$ cat config.mk
export PLATFORM = sky130hd
export DESIGN_NAME = c_comment_literal_scanner
export DESIGN_NICKNAME = d
export VERILOG_FILES = /design/src/rtl/core/cls_pkg.sv /design/src/rtl/core/c_comment_literal_scanner.sv /design/src/rtl/core/cls_step.sv
export SDC_FILE = /design/constraint.sdc
export NUM_CORES = 1
export LEC_CHECK = 0
export ABC_AREA = 1
export BUFFER_PORTS_ARGS = -buffer_cell sky130_fd_sc_hd__buf_2
export CORE_ASPECT_RATIO = 0.8
export CORE_UTILIZATION = 40
export CTS_CLUSTER_DIAMETER = 30
export DETAILED_ROUTE_END_ITERATION = 10
export MAX_ROUTING_LAYER = met4
export PLACE_DENSITY = 0.61
export RECOVER_POWER = 100
export SYNTH_ARGS = -nofsm -noshare
export SYNTH_HDL_FRONTEND = slang
export SYNTH_SLANG_ARGS = --single-unit
$ cat constraint.sdc
create_clock -name clk -period 2.85 [get_ports clk]
set_clock_uncertainty 0.1 [all_clocks]
set_input_delay 0.57 -clock clk [delete_from_list [all_inputs] [get_ports clk]]
set_output_delay 0.57 -clock clk [all_outputs]
set_load 0.03 [all_outputs]
$ cat src/rtl/core/cls_pkg.sv
`default_nettype none
// ----------------------------------------------------------------------------
// cls_pkg: shared types and constants of the comment and literal scanner
// Character codes, scanner state codes and the word layouts that the step
// logic and the top level exchange.
// ----------------------------------------------------------------------------
package cls_pkg;

  localparam logic [7:0] CH_SLASH  = 8'h2F;
  localparam logic [7:0] CH_STAR   = 8'h2A;
  localparam logic [7:0] CH_DQUOTE = 8'h22;
  localparam logic [7:0] CH_SQUOTE = 8'h27;
  localparam logic [7:0] CH_BSLASH = 8'h5C;
  localparam logic [7:0] CH_NL     = 8'h0A;
  localparam logic [7:0] CH_NUL    = 8'h00;

  localparam logic CMD_BYTE = 1'b0;
  localparam logic CMD_END  = 1'b1;

  localparam int unsigned ST_W = 4;
  localparam logic [ST_W-1:0] ST_CODE  = 4'd0;
  localparam logic [ST_W-1:0] ST_SLASH = 4'd1;
  localparam logic [ST_W-1:0] ST_BLOCK = 4'd2;
  localparam logic [ST_W-1:0] ST_LINE  = 4'd3;
  localparam logic [ST_W-1:0] ST_STAR  = 4'd4;
  localparam logic [ST_W-1:0] ST_DQ    = 4'd5;
  localparam logic [ST_W-1:0] ST_SQ    = 4'd6;
  localparam logic [ST_W-1:0] ST_DESC  = 4'd7;
  localparam logic [ST_W-1:0] ST_SESC  = 4'd8;

  typedef struct packed {
    logic comment;
    logic str;
    logic chr;
  } flags_t;

  // One result word, without its last marker.
  typedef struct packed {
    logic [7:0] ch;
    logic       is_end;
    flags_t     tags;
    logic       err;
  } res_t;

  // Everything one input item produces.
  typedef struct packed {
    logic [ST_W-1:0] state;
    flags_t          flags;
    logic [1:0]      cnt;
    res_t            r0;
    res_t            r1;
  } step_t;

endpackage : cls_pkg
`default_nettype wire

$ cat src/rtl/core/c_comment_literal_scanner.sv
`default_nettype none
// ----------------------------------------------------------------------------
// c_comment_literal_scanner: C/C++ comment and literal tagging scanner
// Tags each non-NUL source byte as comment, string literal, character
// constant or code and passes it on, with an end word per end marker.
// ----------------------------------------------------------------------------
// Usage. The input channel (in_valid/in_ready) carries one word per cycle
// while in_ready is high: a source byte, or an end-of-input marker when
// in_command is set. The result channel (out_valid/out_ready) carries
// tagged bytes and end words; out_last marks the final result word caused
// by one input word. A slash in code is held back until the next byte
// decides whether it opens a comment, so one input word gives zero, one or
// two result words. NUL bytes give no word of their own but still move the
// scanner. The step logic works directly on the accepted word and writes
// its results into a two-entry result queue, whose head drives the outputs
// from registers. Throughput is one input word per cycle while the receiver
// keeps up; an input that gives two words holds the output until both are
// taken, so the output port (one word per cycle) sets the rate.
// When the receiver stalls, the queue absorbs up to two input words and then
// in_ready drops; nothing is lost or repeated.
// Synchronous active-low reset returns the scanner to code with all tags
// clear and empties the queue. An end marker does the same to the scanner.
// ----------------------------------------------------------------------------
module c_comment_literal_scanner (
  input  wire logic       clk,
  input  wire logic       rst_n,
  input  wire logic       in_valid,
  output logic            in_ready,
  input  wire logic       in_command,
  input  wire logic [7:0] in_char_in,
  output logic            out_valid,
  input  wire logic       out_ready,
  output logic [7:0]      out_char_out,
  output logic            out_is_end,
  output logic            out_in_comment,
  output logic            out_in_string,
  output logic            out_in_char_const,
  output logic            out_open_comment_error,
  output logic            out_last
);
  import cls_pkg::*;

  // One queue entry holds all results of one input word.
  typedef struct packed {
    logic two;
    res_t r0;
    res_t r1;
  } entry_t;

  logic [ST_W-1:0] state_r, state_nxt;
  flags_t          flags_r, flags_nxt;
  step_t           step;

  entry_t     entry_r [2];
  logic       wr_ptr_r, rd_ptr_r, sub_r;
  logic [1:0] count_r, count_nxt;

  logic   in_fire, out_fire, push, pop;
  entry_t head;
  res_t   head_res;

  cls_step u_step (
    .scan_state (state_r),
    .flags      (flags_r),
    .command    (in_command),
    .char_in    (in_char_in),
    .step       (step)
  );

  // The head entry leaves once its last word is taken.
  assign head      = entry_r[rd_ptr_r];
  assign head_res  = sub_r ? head.r1 : head.r0;
  assign out_valid = (count_r != 2'd0);
  assign out_last  = sub_r | ~head.two;
  assign out_fire  = out_valid & out_ready;
  assign pop       = out_fire & out_last;

  // Each input word needs at most one entry.
  assign in_ready  = (count_r != 2'd2) | pop;
  assign in_fire   = in_valid & in_ready;
  assign push      = in_fire & (step.cnt != 2'd0);

  assign out_char_out           = head_res.ch;
  assign out_is_end             = head_res.is_end;
  assign out_in_comment         = head_res.tags.comment;
  assign out_in_string          = head_res.tags.str;
  assign out_in_char_const      = head_res.tags.chr;
  assign out_open_comment_error = head_res.err;

  always_comb begin
    state_nxt = in_fire ? step.state : state_r;
    flags_nxt = in_fire ? step.flags : flags_r;
    count_nxt = count_r + {1'b0, push} - {1'b0, pop};
  end

  always_ff @(posedge clk) begin
    if (!rst_n) begin
      state_r  <= ST_CODE;
      flags_r  <= '0;
      wr_ptr_r <= 1'b0;
      rd_ptr_r <= 1'b0;
      sub_r    <= 1'b0;
      count_r  <= 2'd0;
    end else begin
      state_r <= state_nxt;
      flags_r <= flags_nxt;
      count_r <= count_nxt;
      if (push) wr_ptr_r <= ~wr_ptr_r;
      if (pop) rd_ptr_r <= ~rd_ptr_r;
      if (out_fire) sub_r <= ~out_last;
    end
  end

  always_ff @(posedge clk) begin
    if (push) begin
      entry_r[wr_ptr_r] <= '{two: (step.cnt == 2'd2), r0: step.r0, r1: step.r1};
    end
  end

  // The queue never holds more than two entries.
  a_count_max: assert property (@(posedge clk) disable iff (!rst_n)
    count_r != 2'd3)
    else $error("result queue overflow");

  // An end marker always returns the scanner to code with clear tags.
  a_end_resets: assert property (@(posedge clk) disable iff (!rst_n)
    (in_fire && in_command == CMD_END) |=> (state_r == ST_CODE && flags_r == '0))
    else $error("scanner not back in code after end marker");

  // A byte belongs to at most one construct.
  a_tags_onehot: assert property (@(posedge clk) disable iff (!rst_n)
    out_valid |-> $onehot0({out_in_comment, out_in_string, out_in_char_const}))
    else $error("more than one tag on a result word");

  // The open-comment flag appears only on end words, which carry no tags.
  a_err_only_end: assert property (@(posedge clk) disable iff (!rst_n)
    (out_valid && out_open_comment_error) |-> out_is_end)
    else $error("open comment flag on a byte word");

  a_end_clean: assert property (@(posedge clk) disable iff (!rst_n)
    (out_valid && out_is_end) |->
      (out_last && out_char_out == CH_NUL && !out_in_comment && !out_in_string
       && !out_in_char_const))
    else $error("malformed end word");

endmodule : c_comment_literal_scanner
`default_nettype wire

$ cat src/rtl/core/cls_step.sv
`default_nettype none
// ----------------------------------------------------------------------------
// cls_step: scanner step logic
// Next state, next tags and up to two result words for one input word.
// ----------------------------------------------------------------------------
module cls_step (
  input  wire logic [cls_pkg::ST_W-1:0] scan_state,
  input  wire cls_pkg::flags_t          flags,
  input  wire logic                     command,
  input  wire logic [7:0]               char_in,
  output cls_pkg::step_t                step
);
  import cls_pkg::*;

  flags_t code_flags;
  logic [ST_W-1:0] code_state;
  logic code_emit;
  res_t code_res;
  res_t slash_res;
  res_t end_res;
  logic c_nz;

  // Scanning of a byte in code: shared by the code state and the lone slash.
  always_comb begin
    code_flags = '0;
    code_state = ST_CODE;
    code_emit  = (char_in != CH_NUL);
    if (char_in == CH_SLASH) begin
      code_state = ST_SLASH;
      code_emit  = 1'b0;
    end else if (char_in == CH_DQUOTE) begin
      code_flags.str = 1'b1;
      code_state     = ST_DQ;
    end else if (char_in == CH_SQUOTE) begin
      code_flags.chr = 1'b1;
      code_state     = ST_SQ;
    end
    code_res = '{ch: char_in, is_end: 1'b0, tags: code_flags, err: 1'b0};
  end

  assign c_nz      = (char_in != CH_NUL);
  assign slash_res = '{ch: CH_SLASH, is_end: 1'b0, tags: '0, err: 1'b0};
  assign end_res   = '{ch: CH_NUL, is_end: 1'b1, tags: '0,
                       err: (scan_state == ST_BLOCK) || (scan_state == ST_STAR)};

  always_comb begin
    step.state = scan_state;
    step.flags = flags;
    step.cnt   = {1'b0, c_nz};
    step.r0    = '{ch: char_in, is_end: 1'b0, tags: flags, err: 1'b0};
    step.r1    = '0;
    if (command == CMD_END) begin
      step.state = ST_CODE;
      step.flags = '0;
      if (scan_state == ST_SLASH) begin
        step.cnt = 2'd2;
        step.r0  = slash_res;
        step.r1  = end_res;
      end else begin
        step.cnt = 2'd1;
        step.r0  = end_res;
      end
    end else begin
      case (scan_state)
        ST_SLASH: begin
          if (char_in == CH_SLASH || char_in == CH_STAR) begin
            step.flags = '{comment: 1'b1, str: flags.str, chr: flags.chr};
            step.state = (char_in == CH_SLASH) ? ST_LINE : ST_BLOCK;
            step.cnt   = 2'd2;
            step.r0    = '{ch: CH_SLASH, is_end: 1'b0,
                           tags: '{comment: 1'b1, str: flags.str, chr: flags.chr},
                           err: 1'b0};
            step.r1    = '{ch: char_in, is_end: 1'b0,
                           tags: '{comment: 1'b1, str: flags.str, chr: flags.chr},
                           err: 1'b0};
          end else begin
            step.flags = code_flags;
            step.state = code_state;
            step.r0    = slash_res;
            step.r1    = code_res;
            step.cnt   = code_emit ? 2'd2 : 2'd1;
          end
        end
        ST_BLOCK: begin
          if (char_in == CH_STAR) step.state = ST_STAR;
        end
        ST_LINE: begin
          if (char_in == CH_NL) step.state = ST_CODE;
        end
        ST_STAR: begin
          if (char_in == CH_SLASH) begin
            step.state = ST_CODE;
          end else if (char_in != CH_STAR) begin
            step.state = ST_BLOCK;
          end
        end
        ST_DQ: begin
          if (char_in == CH_BSLASH) begin
            step.state = ST_DESC;
          end else if (char_in == CH_DQUOTE) begin
            step.state = ST_CODE;
          end
        end
        ST_SQ: begin
          if (char_in == CH_BSLASH) begin
            step.state = ST_SESC;
          end else if (char_in == CH_SQUOTE) begin
            step.state = ST_CODE;
          end
        end
        ST_DESC: step.state = ST_DQ;
        ST_SESC: step.state = ST_SQ;
        default: begin
          step.flags = code_flags;
          step.state = code_state;
          step.r0    = code_res;
          step.cnt   = {1'b0, code_emit};
        end
      endcase
    end
  end

endmodule : cls_step
`default_nettype wire
Word level (Yosys, flattened, before mapping)
Memory sizes are Yosys's and may differ from the RTL's. A register that Yosys moved wholly into a read port is not among the register bits.
Cells that the tools add are included.
Word-level totals
  word-level logic and storage cells: 84
  input port bits: 13
  register bits: 12
  bits in writable memories: 54
  memory bits (read-only): 0
  output and inout bits: 16
  bits in latches: 0
  memories kept: 1
Memory list
  entry_r: depth 2, bits a word 27, read ports 1, clocked after memory_dff 1, write ports 1, line c_comment_literal_scanner.sv:54  | entry_t entry_r [2];
Cells by class
  divide/modulo/power cells: 0
  shifts and indexed selects: 0
  reduce and logical (&&, ||, !) cells: 9
  multiplexer cells: 30
  bitwise operators: 10
  $mul: 0
  add/subtract/negate cells: 2
  $lt $le $gt $ge: 0
  eq/ne operators: 24
Operator list (count)
  2-to-1 mux 35 bit: 2
  2-to-1 mux 4 bit: 10
  one-hot mux 18 bit (2 select lines): 1
  equality test 8 x 6 -> 1 bit (second input constant): 4
  one-hot mux 4 bit (8 select lines): 1
  2-to-1 mux 13 bit: 2
  equality test 4 x 3 -> 1 bit (second input constant): 4
  2-to-1 mux 15 bit: 1
  2-to-1 mux 1 bit: 9
  equality test 4 x 2 -> 1 bit (second input constant): 2
  equality test 8 x 4 -> 1 bit (second input constant): 1
  equality test 8 x 7 -> 1 bit (second input constant): 1
  inequality test 4 x 2 -> 1 bit (second input constant): 2
  inequality test 8 x 6 -> 1 bit (second input constant): 1
  nonzero test 8 bit: 1
  OR reduction 7 bit: 1
  inequality test 3 bit (second input constant): 2
  AND reduction 6 bit: 1
  2-to-1 mux 5 bit: 1
  AND 1 bit: 4
  equality test 4 x 1 -> 1 bit (second input constant): 1
  equality test 4 bit (second input constant): 1
  2-to-1 mux 2 bit: 2
  inequality test 4 bit (second input constant): 1
  other kinds (13): 19

Depth between registers and ports, before layout
  depth in word-level cells: 11
  mapped depth: 16
  depth with buffers taken out: 16

Hierarchy
A second synthesis with hierarchy kept.
Second synthesis, totals
  cells, all modules: 367
  area, all modules: 3370.7 µm²
By module, submodules not included
  c_comment_literal_scanner: instances 1, sequential area each 1881.8 µm², area each 2566.2 µm², cells each 203
  cls_step: instances 1, sequential area each 0.0 µm², area each 804.5 µm², cells each 164

Worst setup path after synthesis
OpenSTA, ideal clock, no wires.
  path type: reg-to-reg
  from: mem entry_r[0][26] (netlist bit)
  to: mem entry_r[0][0] (netlist bit) (enable)
  arrival time: 2542 ps
  data required time: 2339 ps
  cell stages (with the launch flop): 9
  clock period less this slack: 3053 ps
  library setup time: 411 ps
  path slack: -203 ps
  buffers on the path: 0
  path through: edfxtp_1 > or2_1 > nand3_1 > nand2_1 > nand3_2 > nand2_2 > inv_1 > nand2_1 > nor2_1
RTL lines (line)
  from (decl): c_comment_literal_scanner.sv:54

==> impl_metrics.toml <==
[status]
status = "complete, no violations"

[clock_tree]
cts-root-buf = "clkbuf_8"
clock-sinks = 67
cts_resized = 0
clk_path_buf_depth = 2
cts_made_buffers = 9
clk_latency_ns = 0.34
cts_htree_levels = 3
clk_pin_slew_ns = 0.08
holdBufCountCts = 0
postCtsSetupRepairBufs = 0
cts_tree = "yes"

[sta]
fin_crit_ns = 2.59
clock.fmax_ghz = 0.386
fin_crit_sh_pct = 90.8
final_max_slew_viol_count = 0
setup_viol = 0
maxSlewHeadroom_pct = 49.4
hold_viol = 0
rsz0062_at_grt = "no"
setup-tns-final_ns = 0
worstMarginPinSlew_ns = 0.759

[global_route]
grt_max_degree = 28
grt_usage_pct = 19.6
antenna_found_initial = 0
grt_pass1_wl_um = 11800
grt_overflow_total = 0
grt_pass1_vias = 2434

[pwr]
p_leak_nw = 1.51
cellPowerDensity_mw_per_mm2 = 910
peakVddDrop_mv = 0.306

[critical_path]
r2r_start = "state_r[2]"
reg2reg_depth = 10
cp-start-kind = "flop"
endpoint_kind = "output port"
crit_required_ns = 2.18
cp_max_fo = 26
crit_type = "reg -> out"
r2r_setup_slack_ns = 0.32
r2r-end = "entry_r[1][7]"
arrival_ns = 1.92

[yosys]
synth-async-reset-ratio_pct = 0
yosysWarnings = 0
ys_seq_elements = 67
ys_dominant_reg_cell = "edfxtp_1"
ys_types = 30
ys_seq_area_share_pct = 57.9
synth_edf_count = 54
syn_area_per_cell_um2 = 9.21
syn_area_mm2 = 0.00325
syn_inst = 353

[detailed_routing]
routed_wl_um = 7190
route.met3.wl_um = 434
antenna_left = 0
drt-initial-drc-count = 169
wl_per_cell_um = 14.4
dr.pass1.iters = 4
viasPerCell = 5.04
wl_met2_um = 3200
maxUsedRoutingLayer = "met4"
drc = 0
vias = 2526
wl_met1_um = 3480

[finish]
finalNonFillerCells = 501
synthToLayoutAreaGrowth_pct = 13.5
nets = 404
layout-drive-gt1-share_pct = 16.0
antenna_cells = 0

[hold_path]
hp-class = "reg -> reg"
min-delay-start = "rd_ptr_r"
holdPathStages = 1

[place]
placed_cells = 486
port_buffers = 28
gp_congestion = 0.960
dp_hpwl_um = 4990

[floorplanning]
die_h_um = 82.6
die_area_mm2 = 0.00850
initial_utilization_pct = 41.1
die_w_um = 103
ioPinCount = 29
rows = 29
coreArea_mm2 = 0.00791

[flow_run]
cap_violations = 0
[worst max-delay path by stage]
| stage | startpoint | to | slack [ns] | cells after the start |
|---|---|---|---|---|
| CTS | state_r[3] | count_r[1] | 0.47 | 15 |
| floorplan | entry_r[0][26] | entry_r[0][0] | 0.24 | 8 |
| global route | state_r[2] | entry_r[1][7] | 0.12 | 10 |
| global placement | in_char_in[6] | count_r[1] | 0.28 | 17 |
| finish | flop | out_char_out[2] | 0.26 | 4 |
| detailed placement | in_char_in[7] | count_r[1] | 0.18 | 17 |
[final cells by class]
cell class	instances	area (um2)
clock buffer	9	124
multi-input combinational	241	1150
clock inverter	6	91.3
timing repair buffer	35	176
inverter	35	133
sequential	67	1880
fill	818	4220
tap	108	135
[cells by family after synthesis]
logic type / synth area share [%]
and+or+nand+nor: 22.7
xor gates and xnor gates: 0.269
DFF: 57.9
adders and majority gates: 0.769
AOI/OAI and AO/OA: 12.5
other: 0.115
buffers and inverters: 5.73
[where the power goes]
| group | internal, mW | switching, mW |
|---|---|---|
| Sequential | 1.26 | 0.0604 |
| Clock | 0.490 | 0.357 |
| Combinational | 0.320 | 0.875 |
[worst max-delay path, stage by stage, from the launching register on]
cell and delay [ns]:
dfxtp_1 0.37, clkbuf_2 0.46, o21ai_0 0.19, o22ai_1 0.21, clkbuf_1 0.34
[placed cells by master (no fill, tap or decap), types with 6 or more instances in the layout]
cell	instances
a21oi_1	20
buf_2	15
clkbuf_1	15
clkbuf_8	9
dfxtp_1	13
edfxtp_1	54
inv_1	27
inv_2	7
nand2_1	52
nand2_2	7
nand3_1	9
nor2_1	69
nor2_2	6
nor3_1	6
o21ai_0	41
o22ai_1	13
[stage by stage]
step	hold slack (ns)	power (mW)	setup slack, ns	util [%]	area, um2
final	0.347	3.36	0.263	46.7	3690
after detailed placement	0.344	2.61	0.178	45.1	3570
after global placement	0.336	2.59	0.275	45.1	3570
after floorplan	0.325	2.23	0.238	-	3260
after CTS	0.346	3.46	0.470	47.8	3780
after global routing	0.386	3.58	0.119	46.7	3690
[flip-flops by register name (all words and copies together), names as in the netlist, named ones only]
register	cells
flags_r	3
state_r	4
sub_r	1
wr_ptr_r	1
rd_ptr_r	1
entry_r	54
count_r	2
[synth_stat cells, types with 2 or more instances]
library cell / number / share of area [%]
nor2_1: 67 / 7.7
edfxtp_1: 54 / 50
nand2_1: 49 / 5.7
o21ai_0: 39 / 6.0
inv_1: 25 / 2.9
a21oi_1: 20 / 3.1
dfxtp_1: 13 / 8.0
o22ai_1: 13 / 2.5
inv_2: 9 / 1.0
nand3_1: 9 / 1.4
nand2_2: 8 / 1.5
clkbuf_1: 7 / 0.81
nor2_2: 6 / 1.2
nor3_1: 6 / 0.92
nor2_4: 4 / 1.4
buf_4: 3 / 0.69
nand3_2: 3 / 0.92
nand4_1: 3 / 0.58
ha_1: 2 / 0.77
nand2_4: 2 / 0.69
o21ai_1: 2 / 0.31
[layer usage]
metal	vias up	GRT usage [%]
met5	-	-
met4	0	5.63
met1	1188	25.8
li1	1261	-
met3	6	5.72
met2	71	29.4
Power figures use the tool's default switching activity.
